**src/design/itrd_pkg.sv**
```systemverilog
// Shared widths, radix limits and the digit alphabet of the radix digit converter.
// No dependencies.
package itrd_pkg;

	localparam int VALUE_W            = 64;
	localparam int RADIX_W            = 6;
	localparam int DIGIT_W            = 6;
	localparam int CHAR_W             = 7;
	localparam int DEFAULT_VALUE_BITS = 64;
	// quotient bits resolved per cycle by the divide unit
	localparam int DIV_BITS           = 8;

	localparam logic [RADIX_W-1:0] RADIX_MIN   = 6'd2;
	localparam logic [RADIX_W-1:0] RADIX_MAX   = 6'd62;
	localparam logic [RADIX_W-1:0] RADIX_RESET = 6'd10;

	localparam logic [DIGIT_W-1:0] DIGITS_DEC   = 6'd10;
	localparam logic [DIGIT_W-1:0] DIGITS_UPPER = 6'd36;
	localparam logic [CHAR_W-1:0]  CHAR_ZERO    = 7'h30;
	localparam logic [CHAR_W-1:0]  CHAR_UPPER_A = 7'h41;
	localparam logic [CHAR_W-1:0]  CHAR_LOWER_A = 7'h61;

	function automatic logic [CHAR_W-1:0] digit_to_char(input logic [DIGIT_W-1:0] d);
		logic [CHAR_W-1:0] dx;
		dx = CHAR_W'(d);
		if (d < DIGITS_DEC)
			return CHAR_ZERO + dx;
		else if (d < DIGITS_UPPER)
			return CHAR_UPPER_A + dx - CHAR_W'(DIGITS_DEC);
		else
			return CHAR_LOWER_A + dx - CHAR_W'(DIGITS_UPPER);
	endfunction

endpackage

```
**src/design/itrd_if.sv**
```systemverilog
// Valid/ready channel interfaces: integer requests in, digit results out.
// Depends on itrd_pkg for the field widths.
interface itrd_value_if import itrd_pkg::*; ();
	logic               valid;
	logic               ready;
	logic [VALUE_W-1:0] value;

	modport source (output valid, output value, input ready);
	modport sink   (input valid, input value, output ready);
endinterface

interface itrd_digit_if import itrd_pkg::*; ();
	logic               valid;
	logic               ready;
	logic [CHAR_W-1:0]  digit_char;
	logic [DIGIT_W-1:0] digit_value;
	logic               last_digit;

	modport source (output valid, output digit_char, output digit_value, output last_digit,
		input ready);
	modport sink   (input valid, input digit_char, input digit_value, input last_digit,
		output ready);
endinterface

```
**src/design/integer_to_radix_digits.sv**
```systemverilog
// Radix digit converter: one unsigned integer in, its digits in base 2..62 out, MSD first.
// Flow: an accept, then per digit a full long division by the shared 8-bit-per-cycle
// long-division unit, the digits going LSD first into the digit RAM, then per digit
// out a digit RAM read and the output, MSD first.
// Throughput: one request at a time; ready only when the previous digits are all sent.
// Reset: radix returns to 10, block idle; the digit RAM is not cleared.
module integer_to_radix_digits import itrd_pkg::*; #(
	parameter int VALUE_BITS = DEFAULT_VALUE_BITS
) (
	input  logic                clk,
	input  logic                arst_n,
	input  logic                cfg_we,
	input  logic [RADIX_W-1:0]  cfg_wdata,
	itrd_value_if.sink          number,
	itrd_digit_if.source        digits
);

	localparam int PAD_W  = ((VALUE_BITS + DIV_BITS - 1) / DIV_BITS) * DIV_BITS;
	localparam int STEPS  = PAD_W / DIV_BITS;
	localparam int STEP_W = (STEPS > 1) ? $clog2(STEPS) : 1;
	localparam int ADDR_W = $clog2(VALUE_BITS);

	typedef enum logic [1:0] {S_IDLE, S_DIV, S_READ, S_SEND} state_t;

	state_t              state_q;
	logic [RADIX_W-1:0]  radix_q;
	logic [RADIX_W-1:0]  base_q;
	logic [PAD_W-1:0]    quo_q;
	logic [DIGIT_W-1:0]  rem_q;
	logic [STEP_W-1:0]   step_q;
	logic [ADDR_W-1:0]   ndig_q;
	logic [ADDR_W-1:0]   rd_addr_q;
	logic [DIGIT_W-1:0]  rdata_q;
	logic                last_q;

	logic [DIGIT_W-1:0]  digit_mem [VALUE_BITS];

	logic [RADIX_W-1:0]  base_clamped;
	logic [PAD_W-1:0]    quo_nxt;
	logic [DIGIT_W-1:0]  rem_nxt;
	logic [DIGIT_W:0]    trial;
	logic                step_last;
	logic                wr_en;

	always_comb begin
		if (radix_q < RADIX_MIN)
			base_clamped = RADIX_MIN;
		else if (radix_q > RADIX_MAX)
			base_clamped = RADIX_MAX;
		else
			base_clamped = radix_q;
	end

	// Shared divide unit: DIV_BITS restoring steps per cycle, remainder stays below base.
	always_comb begin
		rem_nxt = rem_q;
		quo_nxt = quo_q;
		trial   = '0;
		for (int i = 0; i < DIV_BITS; i++) begin
			trial   = {rem_nxt, quo_nxt[PAD_W-1]};
			quo_nxt = {quo_nxt[PAD_W-2:0], 1'b0};
			if (trial >= {1'b0, base_q}) begin
				trial      = trial - {1'b0, base_q};
				quo_nxt[0] = 1'b1;
			end
			rem_nxt = trial[DIGIT_W-1:0];
		end
	end

	assign step_last = (step_q == STEP_W'(STEPS - 1));
	assign wr_en     = (state_q == S_DIV) && step_last;

	assign number.ready       = (state_q == S_IDLE);
	assign digits.valid       = (state_q == S_SEND);
	assign digits.digit_value = rdata_q;
	assign digits.digit_char  = digit_to_char(rdata_q);
	assign digits.last_digit  = last_q;

	// Digits are stored LSD first and read back in reverse.
	always_ff @(posedge clk) begin
		if (wr_en)
			digit_mem[ndig_q] <= rem_nxt;
		if (state_q == S_READ)
			rdata_q <= digit_mem[rd_addr_q];
	end

	always_ff @(posedge clk or negedge arst_n) begin
		if (!arst_n) begin
			state_q   <= S_IDLE;
			radix_q   <= RADIX_RESET;
			base_q    <= RADIX_RESET;
			quo_q     <= '0;
			rem_q     <= '0;
			step_q    <= '0;
			ndig_q    <= '0;
			rd_addr_q <= '0;
			last_q    <= 1'b0;
		end else begin
			if (cfg_we)
				radix_q <= cfg_wdata;
			case (state_q)
				S_IDLE: begin
					if (number.valid) begin
						base_q  <= base_clamped;
						quo_q   <= PAD_W'(number.value[VALUE_BITS-1:0]);
						rem_q   <= '0;
						step_q  <= '0;
						ndig_q  <= '0;
						state_q <= S_DIV;
					end
				end
				S_DIV: begin
					quo_q <= quo_nxt;
					if (step_last) begin
						rem_q  <= '0;
						step_q <= '0;
						ndig_q <= ndig_q + 1'b1;
						if (quo_nxt == '0) begin
							rd_addr_q <= ndig_q;
							state_q   <= S_READ;
						end
					end else begin
						rem_q  <= rem_nxt;
						step_q <= step_q + 1'b1;
					end
				end
				S_READ: begin
					last_q  <= (rd_addr_q == '0);
					state_q <= S_SEND;
				end
				S_SEND: begin
					if (digits.ready) begin
						if (last_q) begin
							state_q <= S_IDLE;
						end else begin
							rd_addr_q <= rd_addr_q - 1'b1;
							state_q   <= S_READ;
						end
					end
				end
				default: begin
					state_q <= S_IDLE;
				end
			endcase
		end
	end

endmodule

```
**src/flat_wrapper.sv**
```systemverilog
// flat-port wrapper written by rule: the top's interface ports become plain ports
module integer_to_radix_digits_flat import itrd_pkg::*;
#(
	parameter int VALUE_BITS = DEFAULT_VALUE_BITS
)
  (clk, arst_n, cfg_we, cfg_wdata, number_valid, number_value, number_ready, digits_valid, digits_digit_char, digits_digit_value, digits_last_digit, digits_ready);
  itrd_value_if number_i ();
  itrd_digit_if digits_i ();
  input  logic clk;
  input  logic arst_n;
  input  logic cfg_we;
  input  logic [RADIX_W-1:0] cfg_wdata;
  input wire logic [$bits(number_i.valid)-1:0] number_valid;
  input wire logic [$bits(number_i.value)-1:0] number_value;
  output wire logic [$bits(number_i.ready)-1:0] number_ready;
  output wire logic [$bits(digits_i.valid)-1:0] digits_valid;
  output wire logic [$bits(digits_i.digit_char)-1:0] digits_digit_char;
  output wire logic [$bits(digits_i.digit_value)-1:0] digits_digit_value;
  output wire logic [$bits(digits_i.last_digit)-1:0] digits_last_digit;
  input wire logic [$bits(digits_i.ready)-1:0] digits_ready;
  assign number_i.valid = number_valid;
  assign number_i.value = number_value;
  assign number_ready = number_i.ready;
  assign digits_valid = digits_i.valid;
  assign digits_digit_char = digits_i.digit_char;
  assign digits_digit_value = digits_i.digit_value;
  assign digits_last_digit = digits_i.last_digit;
  assign digits_i.ready = digits_ready;
  integer_to_radix_digits #(.VALUE_BITS(VALUE_BITS)) u_core (.clk(clk), .arst_n(arst_n), .cfg_we(cfg_we), .cfg_wdata(cfg_wdata), .number(number_i), .digits(digits_i));
endmodule
```
**config.mk**
```make
export PLATFORM = sky130hd
export DESIGN_NAME = integer_to_radix_digits_flat
export DESIGN_NICKNAME = d
export VERILOG_FILES = /design/src/design/itrd_pkg.sv /design/src/design/itrd_if.sv /design/src/design/integer_to_radix_digits.sv /design/src/flat_wrapper.sv
export SDC_FILE = /design/constraint.sdc
export NUM_CORES = 1
export LEC_CHECK = 0
export BUFFER_PORTS_ARGS = -buffer_cell sky130_fd_sc_hd__buf_2
export CAP_MARGIN = 10
export CORE_MARGIN = 10
export CORE_UTILIZATION = 62
export DETAILED_ROUTE_END_ITERATION = 10
export GPL_ROUTABILITY_DRIVEN = 0
export PLACE_DENSITY = 0.88
export SLEW_MARGIN = 20
export SYNTH_ARGS = -nofsm -noshare
export SYNTH_HDL_FRONTEND = slang
export SYNTH_SLANG_ARGS = --single-unit
```
**constraint.sdc**
```tcl
create_clock -name clk -period 23.3 [get_ports clk]
set_clock_uncertainty 0.1 [all_clocks]
set_input_delay 1.165 -clock clk [delete_from_list [all_inputs] [get_ports clk]]
set_output_delay 1.165 -clock clk [all_outputs]
set_load 0.01 [all_outputs]
```
==> impl_metrics.py <==
metrics = {
    "setup_path": {
        "critPathMaxStageDelay_ns": 0.76,
        "crit_fanout": 48,
        "cpMostUsedCell": "o21ai_0",
        "regToRegSetupSlack_ns": 3.95,
        "critPathLaunchType": "flop",
        "worst_setup_path_end_kind": "flop",
        "rr_startpoint": "u_core.base_q[1]",
        "reg2reg_depth": 75,
        "rr_endpoint": "u_core.digit_mem[39][0]",
        "crit_type": "reg2reg",
        "cp_data_required_time_ns": 23.52,
        "crit_slowest_cell": "dfstp_2",
        "cp.arrival_ns": 19.57,
    },
    "cts": {
        "clk_pin_slew_ns": 0.06,
        "clk_latency_ns": 0.59,
        "htreeDepth": 2,
        "cts_buffers": 47,
        "cts_tree": "yes",
        "clock_path_buffers": 3,
        "holdBufCountCts": 0,
        "post_cts_buffers": 0,
        "numClockSinks": 490,
        "cts_root_buf": "clkbuf_16",
        "cts_resized": 0,
    },
    "global_route": {
        "grt_max_degree": 100,
        "grt_pass1_wl_mm": 91.9,
        "grt_usage_pct": 27.1,
        "first_global_vias": 15100,
        "grt-ovfl-total": 0,
        "grt_antenna_before_repair": 3,
    },
    "yosys": {
        "netlist_instances": 1559,
        "syn_area_per_cell_um2": 14.6,
        "synth_warnings": 0,
        "ys_seq_area_share_pct": 62.7,
        "netlist_area_um2": 22700,
        "syn_nets": 1701,
        "ys_async_sr_fraction_pct": 20.4,
        "synth-edff-count": 390,
        "ys_ff_latch": 490,
        "synth-main-ff-cell": "edfxtp_1",
        "synthDistinctLibCells": 81,
    },
    "sta": {
        "hold_viol": 0,
        "worst_slew_pin_slew_ns": 1.09,
        "fmax_mhz": 51.7,
        "setup_violations": 0,
        "slew_viol_final": 0,
        "post-route-period-util_pct": 83.1,
        "tns_ns": 0,
        "rsz0062_at_grt": "no",
        "slew_headroom_pct": 27.3,
        "fin_crit_ns": 19.35,
    },
    "worst_hold_path": {
        "holdPathEnd": "u_core.base_q[3]",
        "hold-path-cell-count": 2,
        "min_from": "u_core.radix_q[3]",
        "min_path_type": "reg2reg",
    },
    "routing": {
        "dr.pass1.iters": 7,
        "drc": 0,
        "wl_per_cell_um": 28.1,
        "final_antenna_net_count": 0,
        "vias_per_cell": 6.90,
        "drt-total-wl_mm": 60.2,
        "drt_iter0_drc": 2081,
        "vias": 14800,
    },
    "floorplanning": {
        "ioPinCount": 91,
        "core_um2": 36300,
        "dieHeight_um": 211,
        "initial_core_util_pct": 62.4,
        "die_area_um2": 44600,
        "die_x_um": 211,
        "row_count": 70,
    },
    "job": {
        "max_cap_violations": 0,
    },
    "finish": {
        "regArea_um2": 14200,
        "drive_gt1_share_pct": 21.6,
        "finalInstanceArea_um2": 25200,
        "nNetsFinal": 1771,
        "syn_to_final_growth_pct": 10.9,
        "multi_input_area_um2": 8010,
        "fillers": 2195,
        "fin_cells": 2138,
    },
    "placed_design": {
        "placed_cell_area_um2": 23500,
        "place_hpwl_mm": 35.8,
        "place_inst": 2047,
        "io_buffers": 90,
    },
    "run_status": {
        "status": "finished clean",
    },
}
sequential cells by signal, summed over array words and instances, names as in the netlist:
signal                     cells
u_core.quo_q                  64
u_core.digits.digit_value      6
u_core.digits.last_digit       1
u_core.state_q                 2
u_core.ndig_q                  6
u_core.step_q                  3
u_core.rem_q                   6
u_core.base_q                  6
u_core.digit_mem             384
u_core.rd_addr_q               6
u_core.radix_q                 6
final cells by class:
cell class | instances | area share [%]
multi-input cells | 944 | 31.8
diodes | 2 | 0.0199
flip-flops and latches | 490 | 56.5
inverters | 45 | 0.671
clock inverters | 21 | 1.01
repair buffers | 101 | 2.21
clock buffers | 67 | 5.38
well taps | 468 | 2.33
Yosys cell counts, drive strengths merged (19+ instances only):
library cell | instances | area, um2
xnor2 | 22 | 193
a21oi | 48 | 240
a31oi | 57 | 357
mux4 | 120 | 2700
clkbuf | 58 | 218
edfxtp | 390 | 11700
nand2 | 170 | 643
inv | 45 | 169
mux2 | 30 | 364
nor2 | 154 | 588
o21ai | 61 | 320
mux2i | 19 | 190
nand3 | 20 | 100
ha | 59 | 738
dfrtp | 96 | 2400
buf | 22 | 104
through the flow:
step / utilization, % / worst slack [ns] / hold WS [ns]
after detailed placement: 64.7 / 4.70 / 0.391
after floorplan: - / 5.79 / 0.365
after global placement: 64.7 / 5.53 / 0.390
final: 69.2 / 3.95 / 0.402
after CTS: 69.1 / 4.37 / 0.401
after global routing: 69.2 / 2.71 / 0.417
layout by cell type, fill, tap and decap left out, types with 20 or more instances in the layout:
| master | Yosys | final |
|---|---|---|
| clkbuf_16 | 0 | 49 |
| nand3_1 | 20 | 20 |
| a21oi_1 | 48 | 48 |
| edfxtp_1 | 390 | 390 |
| dfrtp_1 | 96 | 92 |
| xnor2_1 | 22 | 22 |
| buf_2 | 5 | 89 |
| mux2_2 | 23 | 23 |
| ha_1 | 59 | 59 |
| inv_1 | 45 | 45 |
| nor2_1 | 152 | 152 |
| nand2_1 | 168 | 168 |
| mux4_2 | 120 | 120 |
| o21ai_0 | 56 | 56 |
| a31oi_1 | 57 | 57 |
per-layer routing:
metal / vias to the layer above / global-route usage (%) / wire length, um
met4: 2 / 12.3 / 2940
met1: 7267 / 34.2 / 21300
met5: - / 0 / 8
li1: 6120 / - / -
met2: 1143 / 44.5 / 29400
met3: 221 / 5.99 / 6520
worst max-delay path by stage:
stage	to	start	slack, ns
6_report	u_core.digit_mem[39][0]	u_core.base_q[1]	3.95
3_5_place_dp	u_core.digit_mem[37][0]	u_core.base_q[1]	4.70
5_1_grt	u_core.rd_addr_q[1]	u_core.base_q[1]	2.71
4_1_cts	u_core.digit_mem[39][0]	u_core.base_q[1]	4.37
2_1_floorplan	u_core.digit_mem[0][0]	u_core.base_q[1]	5.79
3_3_place_gp	u_core.rd_addr_q[1]	u_core.base_q[1]	5.53
worst max-delay path, delay by kind of cell (launching register included):
family	cells	cell delay, ns
AND/OR/NAND/NOR	20	3.63
multiplexers	6	2.46
buffers and inverters	8	1.43
adder cells (fa/ha/maj)	8	2.34
flip-flops	1	0.76
AO/OA/AOI/OAI	33	8.30
logic make-up (layout without fill, tap and decap cells):
group,after synthesis,after routing,share of synthesized area (%)
simple gates,431,431,8.42
other cells,0,2,0
xor+xnor,34,34,1.31
mux,169,169,14.4
flops,490,490,62.7
compound gates,243,243,7.13
fa+ha+maj,67,67,3.96
buf+inv,125,234,2.16
Power is left out: the tool's default activity adds up to more than one toggle a clock period on the data nets, which glitch-free logic cannot reach.
